--- config.mk ---
export PLATFORM = sky130hd
export DESIGN_NAME = twls_div
export DESIGN_NICKNAME = d
export VERILOG_FILES = /design/src/sv/twls_div.sv
export SDC_FILE = /design/constraint.sdc
export NUM_CORES = 1
export LEC_CHECK = 0
export BUFFER_PORTS_ARGS = -buffer_cell sky130_fd_sc_hd__buf_2
export CAP_MARGIN = 30
export CORE_MARGIN = 10
export CORE_UTILIZATION = 45
export DETAILED_ROUTE_END_ITERATION = 6
export PLACE_DENSITY = 0.68
export SLEW_MARGIN = 20
export SYNTH_ARGS = -nofsm -noshare
export SYNTH_HDL_FRONTEND = slang
export SYNTH_SLANG_ARGS = --single-unit
--- constraint.sdc ---
create_clock -name i_clk -period 3.6 [get_ports i_clk]
set_input_delay 0.36 -clock i_clk [delete_from_list [all_inputs] [get_ports i_clk]]
set_output_delay 0.36 -clock i_clk [all_outputs]
set_load 0.01 [all_outputs]
--- src/sv/twls_div.sv ---
// ----------------------------------------------------------------------------
// twls_div
// Restoring divider, 64-bit dividend by 33-bit divisor, one quotient bit
// per cycle.
// ----------------------------------------------------------------------------
module twls_div (
    input  logic        i_clk,
    input  logic        i_rst_n,
    input  logic        i_start,
    input  logic [63:0] i_dividend,
    input  logic [32:0] i_divisor,
    output logic        o_done,
    output logic [63:0] o_quotient
);

    logic        r_busy;
    logic        r_done;
    logic [5:0]  r_cnt;
    logic [32:0] r_rem;
    logic [63:0] r_quo;
    logic [32:0] r_div;
    logic [33:0] rem_sh;
    logic        ge;
    logic [33:0] rem_sub;

    assign rem_sh  = {r_rem, r_quo[63]};
    assign ge      = rem_sh >= {1'b0, r_div};
    assign rem_sub = rem_sh - {1'b0, r_div};

    always_ff @(posedge i_clk) begin
        if (!i_rst_n) begin
            r_busy <= 1'b0;
            r_done <= 1'b0;
            r_cnt  <= '0;
        end else begin
            r_done <= 1'b0;
            if (i_start) begin
                r_busy <= 1'b1;
                r_cnt  <= '0;
            end else if (r_busy) begin
                r_cnt <= r_cnt + 6'd1;
                if (r_cnt == 6'd63) begin
                    r_busy <= 1'b0;
                    r_done <= 1'b1;
                end
            end
        end
    end

    always_ff @(posedge i_clk) begin
        if (i_start) begin
            r_rem <= '0;
            r_quo <= i_dividend;
            r_div <= i_divisor;
        end else if (r_busy) begin
            r_rem <= ge ? rem_sub[32:0] : rem_sh[32:0];
            r_quo <= {r_quo[62:0], ge};
        end
    end

    assign o_done     = r_done;
    assign o_quotient = r_quo;

endmodule

==> results.ini <==
[synthesis]
synth.cell_area_um2 = 7530
synth-simple-area-share_pct = 11.0
synth_fa_ha_area_share_pct = 5.92
ys_seq_area_share_pct = 49.6
synth_cells = 693
syn-num-nets = 828
synth_cell_type_count = 65
synth_top_area_share_pct = 38.7
synthTopCellsByArea = edfxtp_1 39%, dfxtp_1 11%, mux2_2 9.4%, ha_1 5.6%, nand2_1 3.5%
synthXorXnorAreaFrac_pct = 3.02
synth_compound_area_share_pct = 16.3
ys_async_sr_fraction_pct = 0
avgSynthCellArea_um2 = 10.9
synth-seq-cells = 138
synth_top_cell_by_area = edfxtp_1
synth_top_family_by_area = compound AO/OA/AOI/OAI gates
muxShareOfSynthArea_pct = 10.1
synth_ff_type = edfxtp_1
synth_edf_count = 97
yosys_warnings = 0

[min_path]
min_path_type = input pin to flip-flop
holdPathStages = 1

[power_and_ir_drop]
power_frac_comb_pct = 18.1
internal_power_uw = 3410
p_seq_share_pct = 41.4
power_frac_clock_pct = 40.5
leakage_uw = 0.00386
p_sw_share_pct = 27.2
power.switching_uw = 1270
powerDensity_nw_per_um2 = 508
ir_worst_vdd_v = 0.000346

[finish]
syn_to_final_growth_pct = 22.5
final_area_um2 = 9220
insertedDiodeCount = 0
nets = 990
fin_util_pct = 56.0
fill_cells = 1481
drive_above_1_share_pct = 33.8

[global_routing]
grt_first_pass_wirelength_mm = 31.7
grt_max_degree = 83
antenna_found_initial = 1
grt-ovfl-total = 0
first_global_vias = 6238
track_usage_pct = 17.6

[clocking]
cts.sinks = 138
numCtsBuffers = 17
clockRootBuffer = clkbuf_16
cts-hold-fix-buffers = 0
cts-resized-gates = 0
clkTransAtPathRegs_ns = 0.07
clockBufferDepth = 2
cts_tree = done
clk-insertion-delay-late_ns = 0.42
post_cts_buffers = 0
htreeDepth = 4

[critical_path]
reg2reg_depth = 13
cp-end-kind = flip-flop
cp_max_fo = 17
crit_type = flip-flop to flip-flop
startpoint_type = flip-flop
r2r_setup_slack_ns = 0.19
crit_required_ns = 3.92
worst_ep_arrival_time_ns = 3.73

[status]
outcome = complete, no violations

[die]
start_util_pct = 45.7
die_area_um2 = 22300
core_area_um2 = 16500
rows = 47
die_y_um = 149
die_x_um = 149
ios = 165

[drt]
antenna_left = 0
viasPerCell = 5.50
vias = 5988
wl_per_cell_um = 17.9
drt_iter0_markers = 358
wirelength_mm = 19.5
drtPass1Iterations = 4
drc_errors = 0

[timing]
timing.setup.tns_ns = 0
setup_viol = 0
fin_crit_sh_pct = 94.7
whs_ns = 0.106
drv_slew = 0
fin_crit_ns = 3.41
fin_ws_ns = 0.190
skew_ns = 0.0128
maxSlewHeadroom_pct = 43.4
max_freq_mhz = 293
hold_violations = 0
worst_pin_slew_ns = 0.848
rsz0062_at_grt = false

[placement]
place_ws_ns = 0.318
placed_cell_area_um2 = 8590
io_buffer_count = 164
dp_hpwl_mm = 14.3
gp_congestion = 0.878

[flow_run]
max_cap_viol_count = 0

## critical path, stage by stage, from the launching register on
cell and delay, ns:
edfxtp_1 0.40, inv_1 0.08, ha_1 0.18, inv_1 0.06
fa_1 0.42, a211oi_1 0.32, o21a_1 0.17, nor3_1 0.07
or2_0 0.34, a2111o_1 0.49, nand2_2 0.09, buf_4 0.24
a21oi_1 0.12, a211oi_1 0.33
## Yosys cell counts, drive strengths merged, types with 2 or more instances
library cell,number
a2111oi,3
a211o,4
a211oi,9
a21o,14
a21oi,45
a221o,2
a221oi,2
a311oi,18
a31o,2
a31oi,5
and2,4
and3,6
buf,7
clkbuf,25
dfxtp,41
edfxtp,97
ha,34
inv,44
mux2,63
mux2i,5
nand2,71
nand2b,2
nand3,13
nand4,10
nor2,49
nor2b,3
nor3,8
nor4,2
o2111ai,2
o211ai,7
o21a,7
o21ai,26
o21bai,5
o221a,2
o221ai,3
o22ai,2
o31ai,2
or2,2
or3,7
or3b,2
xnor2,15
xor2,11
## flip-flops by register name, summed over array words and instances, names as in the netlist
register    count
o_quotient     64
r_div          33
r_rem          33
r_cnt           6
o_done          1
r_busy          1
## layer usage
layer | vias up | track usage, % | routed length [um]
li1 | 2905 | - | -
met1 | 2868 | 20.6 | 7890
met2 | 186 | 28.9 | 9520
met3 | 27 | 7.98 | 1780
met4 | 2 | 4.37 | 272
met5 | - | 0 | 11
## cells in the final DEF (no fill, tap or decap), types with 14 or more instances in the layout
| cell | count |
|---|---|
| a21oi_1 | 45 |
| ha_1 | 34 |
| inv_1 | 43 |
| nor2_1 | 48 |
| mux2_2 | 63 |
| buf_2 | 163 |
| clkbuf_16 | 17 |
| xnor2_1 | 15 |
| o21ai_0 | 26 |
| edfxtp_1 | 97 |
| a21o_1 | 14 |
| nand2_1 | 70 |
| dfxtp_1 | 40 |
## layout make-up
class	instances	area, um^2	area share [%]
sequential	138	3730	40.5
timing repair buffer	175	918	9.96
clock buffer	18	429	4.65
inverter	45	169	1.83
clock inverter	14	206	2.24
multi-input combinational	478	3490	37.8
tap	220	275	2.99
## kinds of logic after synthesis
group | after synthesis
multiplexers | 68
XOR/XNOR | 26
buffers and inverters | 77
AO/OA/AOI/OAI | 167
AND/OR/NAND/NOR | 182
adder cells (fa/ha/maj) | 35
flip-flops | 138
## through the flow
step	cells	power, uW
2_1_floorplan	693	2530
3_3_place_gp	1056	2810
3_5_place_dp	1056	2810
4_1_cts	1088	4730
5_1_grt	1088	4890
6_report	1088	4680
## worst paths after layout
kind	start	end
worst max-delay path	o_quotient[63]	r_rem[27]
worst min-delay path	i_divisor[16]	r_div[16]
worst max register to register	o_quotient[63]	r_rem[27]
worst min register to register	r_rem[2]	r_rem[2]
## power groups by stage
stage | logic (uW) | registers [uW] | clock network (uW)
3_5_place_dp | 844 | 1970 | 0
6_report | 847 | 1940 | 1890
4_1_cts | 850 | 1940 | 1930
5_1_grt | 944 | 1960 | 1990
3_3_place_gp | 837 | 1970 | 0
2_1_floorplan | 538 | 1990 | 0
Note: power is estimated with default switching activity, not from simulation.
