### src/sv/twls_pkg.sv
// ----------------------------------------------------------------------------
// twls_pkg
// Shared types and constants of the time-weighted level statistics block.
// ----------------------------------------------------------------------------
package twls_pkg;

    localparam int FRAC_W    = 17;
    localparam int CFG_IDX_W = 2;
    localparam int LEVEL_W   = 16;

    // Register indexes of the configuration port.
    localparam logic [CFG_IDX_W-1:0] REG_FRACTION_HIGH = 2'd0;
    localparam logic [CFG_IDX_W-1:0] REG_FRACTION_MID  = 2'd1;
    localparam logic [CFG_IDX_W-1:0] REG_FRACTION_LOW  = 2'd2;

    localparam logic [FRAC_W-1:0] FRACTION_HIGH_RESET = 17'd62259;
    localparam logic [FRAC_W-1:0] FRACTION_MID_RESET  = 17'd32768;
    localparam logic [FRAC_W-1:0] FRACTION_LOW_RESET  = 17'd3277;

    // Status codes of a result word.
    localparam logic [1:0] ST_OK    = 2'd0;
    localparam logic [1:0] ST_SHORT = 2'd1;
    localparam logic [1:0] ST_TIME  = 2'd2;
    localparam logic [1:0] ST_OVF   = 2'd3;

    // round(10*log10(2) * 2^24)
    localparam logic [25:0] DB_PER_LOG2_Q24 = 26'd50504453;
    localparam logic [LEVEL_W-1:0] LEVEL_SILENT = 16'h8000;

    typedef struct packed {
        logic [31:0] sample_time;
        logic [31:0] sample_energy;
        logic        last;
    } t_in_word;

    typedef struct packed {
        logic [1:0]         status;
        logic [31:0]        duration;
        logic signed [15:0] equivalent_level;
        logic signed [15:0] level_at_high_fraction;
        logic signed [15:0] level_at_mid_fraction;
        logic signed [15:0] level_at_low_fraction;
    } t_out_word;

endpackage

### src/sv/twls_log.sv
// ----------------------------------------------------------------------------
// twls_log
// Level of a Q16.16 energy code in Q8.8 dB: leading-one search one bit per
// cycle, sixteen squaring steps for the log2 fraction, then one scaling
// multiply.
// ----------------------------------------------------------------------------
module twls_log
    import twls_pkg::*;
(
    input  logic               i_clk,
    input  logic               i_rst_n,
    input  logic               i_start,
    input  logic [31:0]        i_x,
    output logic               o_done,
    output logic [LEVEL_W-1:0] o_code
);

    localparam logic [2:0] L_IDLE  = 3'd0;
    localparam logic [2:0] L_NORM  = 3'd1;
    localparam logic [2:0] L_SQ    = 3'd2;
    localparam logic [2:0] L_SCALE = 3'd3;
    localparam logic [2:0] L_FIN   = 3'd4;

    logic [2:0]         r_state;
    logic               r_done;
    logic [31:0]        r_m;
    logic [4:0]         r_k;
    logic [3:0]         r_i;
    logic [15:0]        r_frac;
    logic signed [48:0] r_p;
    logic [LEVEL_W-1:0] r_code;
    logic [63:0]        sq;
    logic [5:0]         k_off;
    logic signed [21:0] lg;
    logic signed [26:0] scale;
    logic signed [48:0] prod;
    logic signed [48:0] rounded;

    assign sq      = 64'(r_m) * 64'(r_m);
    assign k_off   = {1'b0, r_k} - 6'd16;
    assign lg      = {k_off, r_frac};
    assign scale   = {1'b0, DB_PER_LOG2_Q24};
    assign prod    = lg * scale;
    assign rounded = r_p + 49'sd2147483648;

    always_ff @(posedge i_clk) begin
        if (!i_rst_n) begin
            r_state <= L_IDLE;
            r_done  <= 1'b0;
        end else begin
            r_done <= 1'b0;
            unique case (r_state)
                L_IDLE: begin
                    if (i_start) begin
                        if (i_x == 32'd0) begin
                            r_done <= 1'b1;
                        end else begin
                            r_state <= L_NORM;
                        end
                    end
                end
                L_NORM: begin
                    if (r_m[31]) begin
                        r_state <= L_SQ;
                    end
                end
                L_SQ: begin
                    if (r_i == 4'd15) begin
                        r_state <= L_SCALE;
                    end
                end
                L_SCALE: begin
                    r_state <= L_FIN;
                end
                L_FIN: begin
                    r_done  <= 1'b1;
                    r_state <= L_IDLE;
                end
                default: begin
                    r_state <= L_IDLE;
                end
            endcase
        end
    end

    always_ff @(posedge i_clk) begin
        case (r_state)
            L_IDLE: begin
                r_m    <= i_x;
                r_k    <= 5'd31;
                r_i    <= '0;
                r_frac <= '0;
                if (i_start) begin
                    r_code <= LEVEL_SILENT;
                end
            end
            L_NORM: begin
                if (!r_m[31]) begin
                    r_m <= {r_m[30:0], 1'b0};
                    r_k <= r_k - 5'd1;
                end
            end
            L_SQ: begin
                r_i <= r_i + 4'd1;
                if (sq[63]) begin
                    r_m    <= sq[63:32];
                    r_frac <= {r_frac[14:0], 1'b1};
                end else begin
                    r_m    <= sq[62:31];
                    r_frac <= {r_frac[14:0], 1'b0};
                end
            end
            L_SCALE: begin
                r_p <= prod;
            end
            L_FIN: begin
                r_code <= rounded[47:32];
            end
            default: begin
            end
        endcase
    end

    assign o_done = r_done;
    assign o_code = r_code;

endmodule

### config.mk
export PLATFORM = sky130hd
export DESIGN_NAME = twls_log
export DESIGN_NICKNAME = d
export VERILOG_FILES = /design/src/sv/twls_pkg.sv /design/src/sv/twls_log.sv
export SDC_FILE = /design/constraint.sdc
export NUM_CORES = 2
export LEC_CHECK = 0
export BUFFER_PORTS_ARGS = -buffer_cell sky130_fd_sc_hd__buf_4
export CORE_ASPECT_RATIO = 1.75
export CORE_MARGIN = 3
export CORE_UTILIZATION = 40
export DETAILED_ROUTE_END_ITERATION = 16
export PLACE_DENSITY_LB_ADDON = 0.1
export REMOVE_ABC_BUFFERS = 1
export SYNTH_ARGS = -nofsm -noshare
export SYNTH_HDL_FRONTEND = slang
export SYNTH_SLANG_ARGS = --single-unit
### constraint.sdc
create_clock -name i_clk -period 8.6 [get_ports i_clk]
set_input_delay 0.86 -clock i_clk [delete_from_list [all_inputs] [get_ports i_clk]]
set_output_delay 0.86 -clock i_clk [all_outputs]
set_load 0.02 [all_outputs]
==> run_results.csv <==
group,metric,value,unit
min_path,hold_path.class,"flip-flop to flip-flop",
setup_path,critPathKind,"flip-flop to flip-flop",
die,die_area,0.105,mm2
outcome,status,"completed",
cts,cts-root-buf,"clkbuf_16",
timing,slew_violations,0,
timing,period_share,97.7,%
run,drv_cap,0,
cts,cts_hold_buf,0,
route,vias,28600,
min_path,holdCritStartpoint,"r_state[0]$_SDFFE_PN0P_",
die,num_rows,153,
logic_synthesis,synthXorXnorAreaFrac,2.36,%
setup_path,startpoint_type,"flip-flop",
grt,antenna_found_initial,0,
setup_path,max_stage_delay,560,ps
setup_path,cp-startpoint,"r_m[16]$_DFFE_PP_",
place,placed_area,0.0432,mm2
grt,grt_pass1_vias,33000,
logic_synthesis,synthTopCellsByArea,"fa_1 45%, ha_1 17%, inv_1 11%",
final_layout,fin_nets,5771,
final_layout,final_cells,5617,
logic_synthesis,synth_fa_ha_area_share,61.5,%
final_layout,fin_area,0.0438,mm2
setup_path,cpMaxStageDelayCell,"edfxtp_1",
place,dp.cells,5588,
timing,worstMarginPinSlew,814,ps
setup_path,crit_chain,"buf_6 -> and2_1 -> fa_1 -> ha_1 -> a31o_2 -> fa_1 -> inv_1 -> fa_1 -> inv_1 -> fa_1 -> fa_1 -> fa_1 -> fa_2 -> ha_4 -> nand4_1 -> or3_1 -> a211oi_1 -> buf_4 -> nor2_1 -> o41ai_4 -> a41o_1 -> xor2_1 -> inv_1 -> o211ai_1",
route,via_per_inst,5.10,
die,initial_utilization,40.5,%
logic_synthesis,ys_ff_latch,94,
route,routed_wl,126000,um
setup_path,crit_path_max_fanout,9,
logic_synthesis,synth.yosys.seq_area_share,6.89,%
grt,grt_pass1_wl,194000,um
route,wl_per_cell,22.5,um
final_layout,area_growth_syn_to_layout,8.40,%
cts,h-tree-depth,3,
logic_synthesis,synthArstFlopShare,0,%
logic_synthesis,yosys_warnings,0,
grt,grt.overflow.total,0,
logic_synthesis,synth_edf_count,90,
timing,fin_skew,13.0,ps
timing,finalSetupViolations,0,
logic_synthesis,synth.avg_cell_area,9.59,um2
min_path,whs_endpoint,"r_state[0]$_SDFFE_PN0P_",
logic_synthesis,ys_types,69,
cts,insertion_delay,380,ps
cts,clockBufferDepth,2,
setup_path,required,8740,ps
setup_path,r2r.worst_path.cells,24,
die,pin_count,52,
setup_path,rr_startpoint,"r_m[16]$_DFFE_PP_",
setup_path,cp_common_cell,"fa_1",
setup_path,cp-end-kind,"flip-flop",
timing,final_hold_viol_count,0,
logic_synthesis,synth_compound_area_share,6.35,%
cts,cts_tree,"yes",
grt,grt_start_max_net_pins,36,
cts,cts_sinks,94,
timing,max_freq,0.119,GHz
final_layout,postLayoutCoreUtil,43.9,%
setup_path,r2r_end,"r_m[22]$_DFFE_PP_",
setup_path,worst-path-buf-inv,5,
min_path,hold_depth,2,
cts,clk_pin_slew,80,ps
timing,final.min_clock_period,8400,ps
place,gp_congestion,0.947,
logic_synthesis,synth-main-ff-cell,"edfxtp_1",
route,firstDrtPassIters,6,
setup_path,cp_num_cells,24,
logic_synthesis,yosysTopAreaCell,"fa_1",
setup_path,crit_family,"adder cells",
route,drt_iter0_drc,1238,
place,place_hpwl,111000,um
logic_synthesis,synth_top_family_by_area,"adder cells",
cts,cts-buffers-inserted,9,
place,io_buffers,51,
logic_synthesis,yosys.area.top_type_share,44.8,%
route,ant_nets,0,
setup_path,rrSetupSlack,200,ps
final_layout,filler_cell_count,9909,
logic_synthesis,synth.area.mux_share,0.152,%
logic_synthesis,synthCells,4211,
die,die_h,426,um
route,drcViolationCount,0,
final_layout,drive_gt1_share,6.59,%
timing,hold_slack,596,ps
grt,gr-usage-all-layers,25.2,%
die,core,0.0997,mm2
logic_synthesis,synth_area,0.0404,mm2
logic_synthesis,yosys.area_share.simple,10.4,%
setup_path,worst_ep_arrival_time,8540,ps
die,dieWidth,246,um
timing,slew_headroom,45.3,%
## worst max-delay path by stage
stage / endpoint / slack (ps)
2_1_floorplan: r_m[3]$_DFFE_PP_ / 560
3_3_place_gp: r_m[22]$_DFFE_PP_ / -150
3_5_place_dp: r_m[22]$_DFFE_PP_ / -130
4_1_cts: r_m[22]$_DFFE_PP_ / 50
5_1_grt: r_m[7]$_DFFE_PP_ / -60
6_report: r_m[22]$_DFFE_PP_ / 200
## final cells by class
type	count	area (um2)	area share [%]
clock inverter	7	76.3	0.174
antenna	3	7.51	0.0171
multi-input combinational	2795	32800	74.8
tap	1317	1650	3.76
inverter	1184	4450	10.2
sequential	94	2780	6.36
clock buffer	9	225	0.514
timing repair buffer	208	1830	4.18
## cell usage after synthesis, drive strengths merged, types with 12 or more instances
cell and n:
nand3 44, inv 1184, edfxtp 90, ha 541, a21o 43, a31oi 17, and3 24, a22oi 23
xor2 51, a21oi 110, nor2b 14, a211oi 13, fa 903, and2 236, nor3 19, nor2 110
xnor2 56, buf 12, o211ai 24, o21a 13, nor4 13, o21ai 69, nand2 323, a31o 13
nand4 31, clkbuf 126
## repair_timing
action,4_1_cts,5_1_grt
endpoints found under the setup margin,6,27
gates resized for setup,3,27
buffers inserted,3,7
hold endpoints to repair,0,0
pin swaps,0,5
## cells by family (layout without fill, tap and decap cells)
| family | count (synthesis) | in the layout |
|---|---|---|
| adders and majority gates | 1444 | 1444 |
| other | 0 | 3 |
| and+or+nand+nor | 851 | 851 |
| DFF | 94 | 94 |
| xor gates and xnor gates | 107 | 107 |
| muxes | 6 | 6 |
| AOI/OAI and AO/OA | 387 | 387 |
| buffers and inverters | 1322 | 1408 |
## metrics by stage
step	setup slack (ps)	setup TNS, ps
after floorplan	565	0
after global placement	-154	-356
after detailed placement	-128	-247
final	198	0
after global routing	-57.0	-119
after CTS	47.7	0
## cell usage in the layout, fill, tap and decap left out, types with 24 or more instances in the layout
| cell | Yosys | final |
|---|---|---|
| a21o_1 | 43 | 43 |
| a21oi_1 | 107 | 105 |
| and2_1 | 236 | 236 |
| and3_1 | 24 | 24 |
| buf_4 | 2 | 183 |
| edfxtp_1 | 90 | 90 |
| fa_1 | 903 | 901 |
| ha_1 | 541 | 537 |
| inv_1 | 1183 | 1181 |
| nand2_1 | 321 | 320 |
| nand3_1 | 44 | 44 |
| nand4_1 | 31 | 31 |
| nor2_1 | 109 | 104 |
| o211ai_1 | 24 | 24 |
| o21ai_0 | 66 | 65 |
| xnor2_1 | 55 | 55 |
| xor2_1 | 50 | 49 |
## worst min-delay path: stages (launching register included)
cell and delay [ps]:
dfxtp_1 370, a21oi_1 130, nor2_1 50
## routing by layer
metal,GRT usage [%],share of wire [%],vias to the layer above
li1,-,-,12900
met1,25.1,32,14800
met3,1.63,2.7,265
met4,12.5,6.0,0
met5,0,0,-
met2,51.3,59,621
## registers in the layout, summed over array words and instances (netlist names)
signal,count
r_i,4
o_done,1
r_p,17
r_state,3
r_k,5
o_code,16
r_m,32
r_frac,16
Power is left out: the tool's default activity adds up to more than one toggle a clock period on the data nets, which glitch-free logic cannot reach.
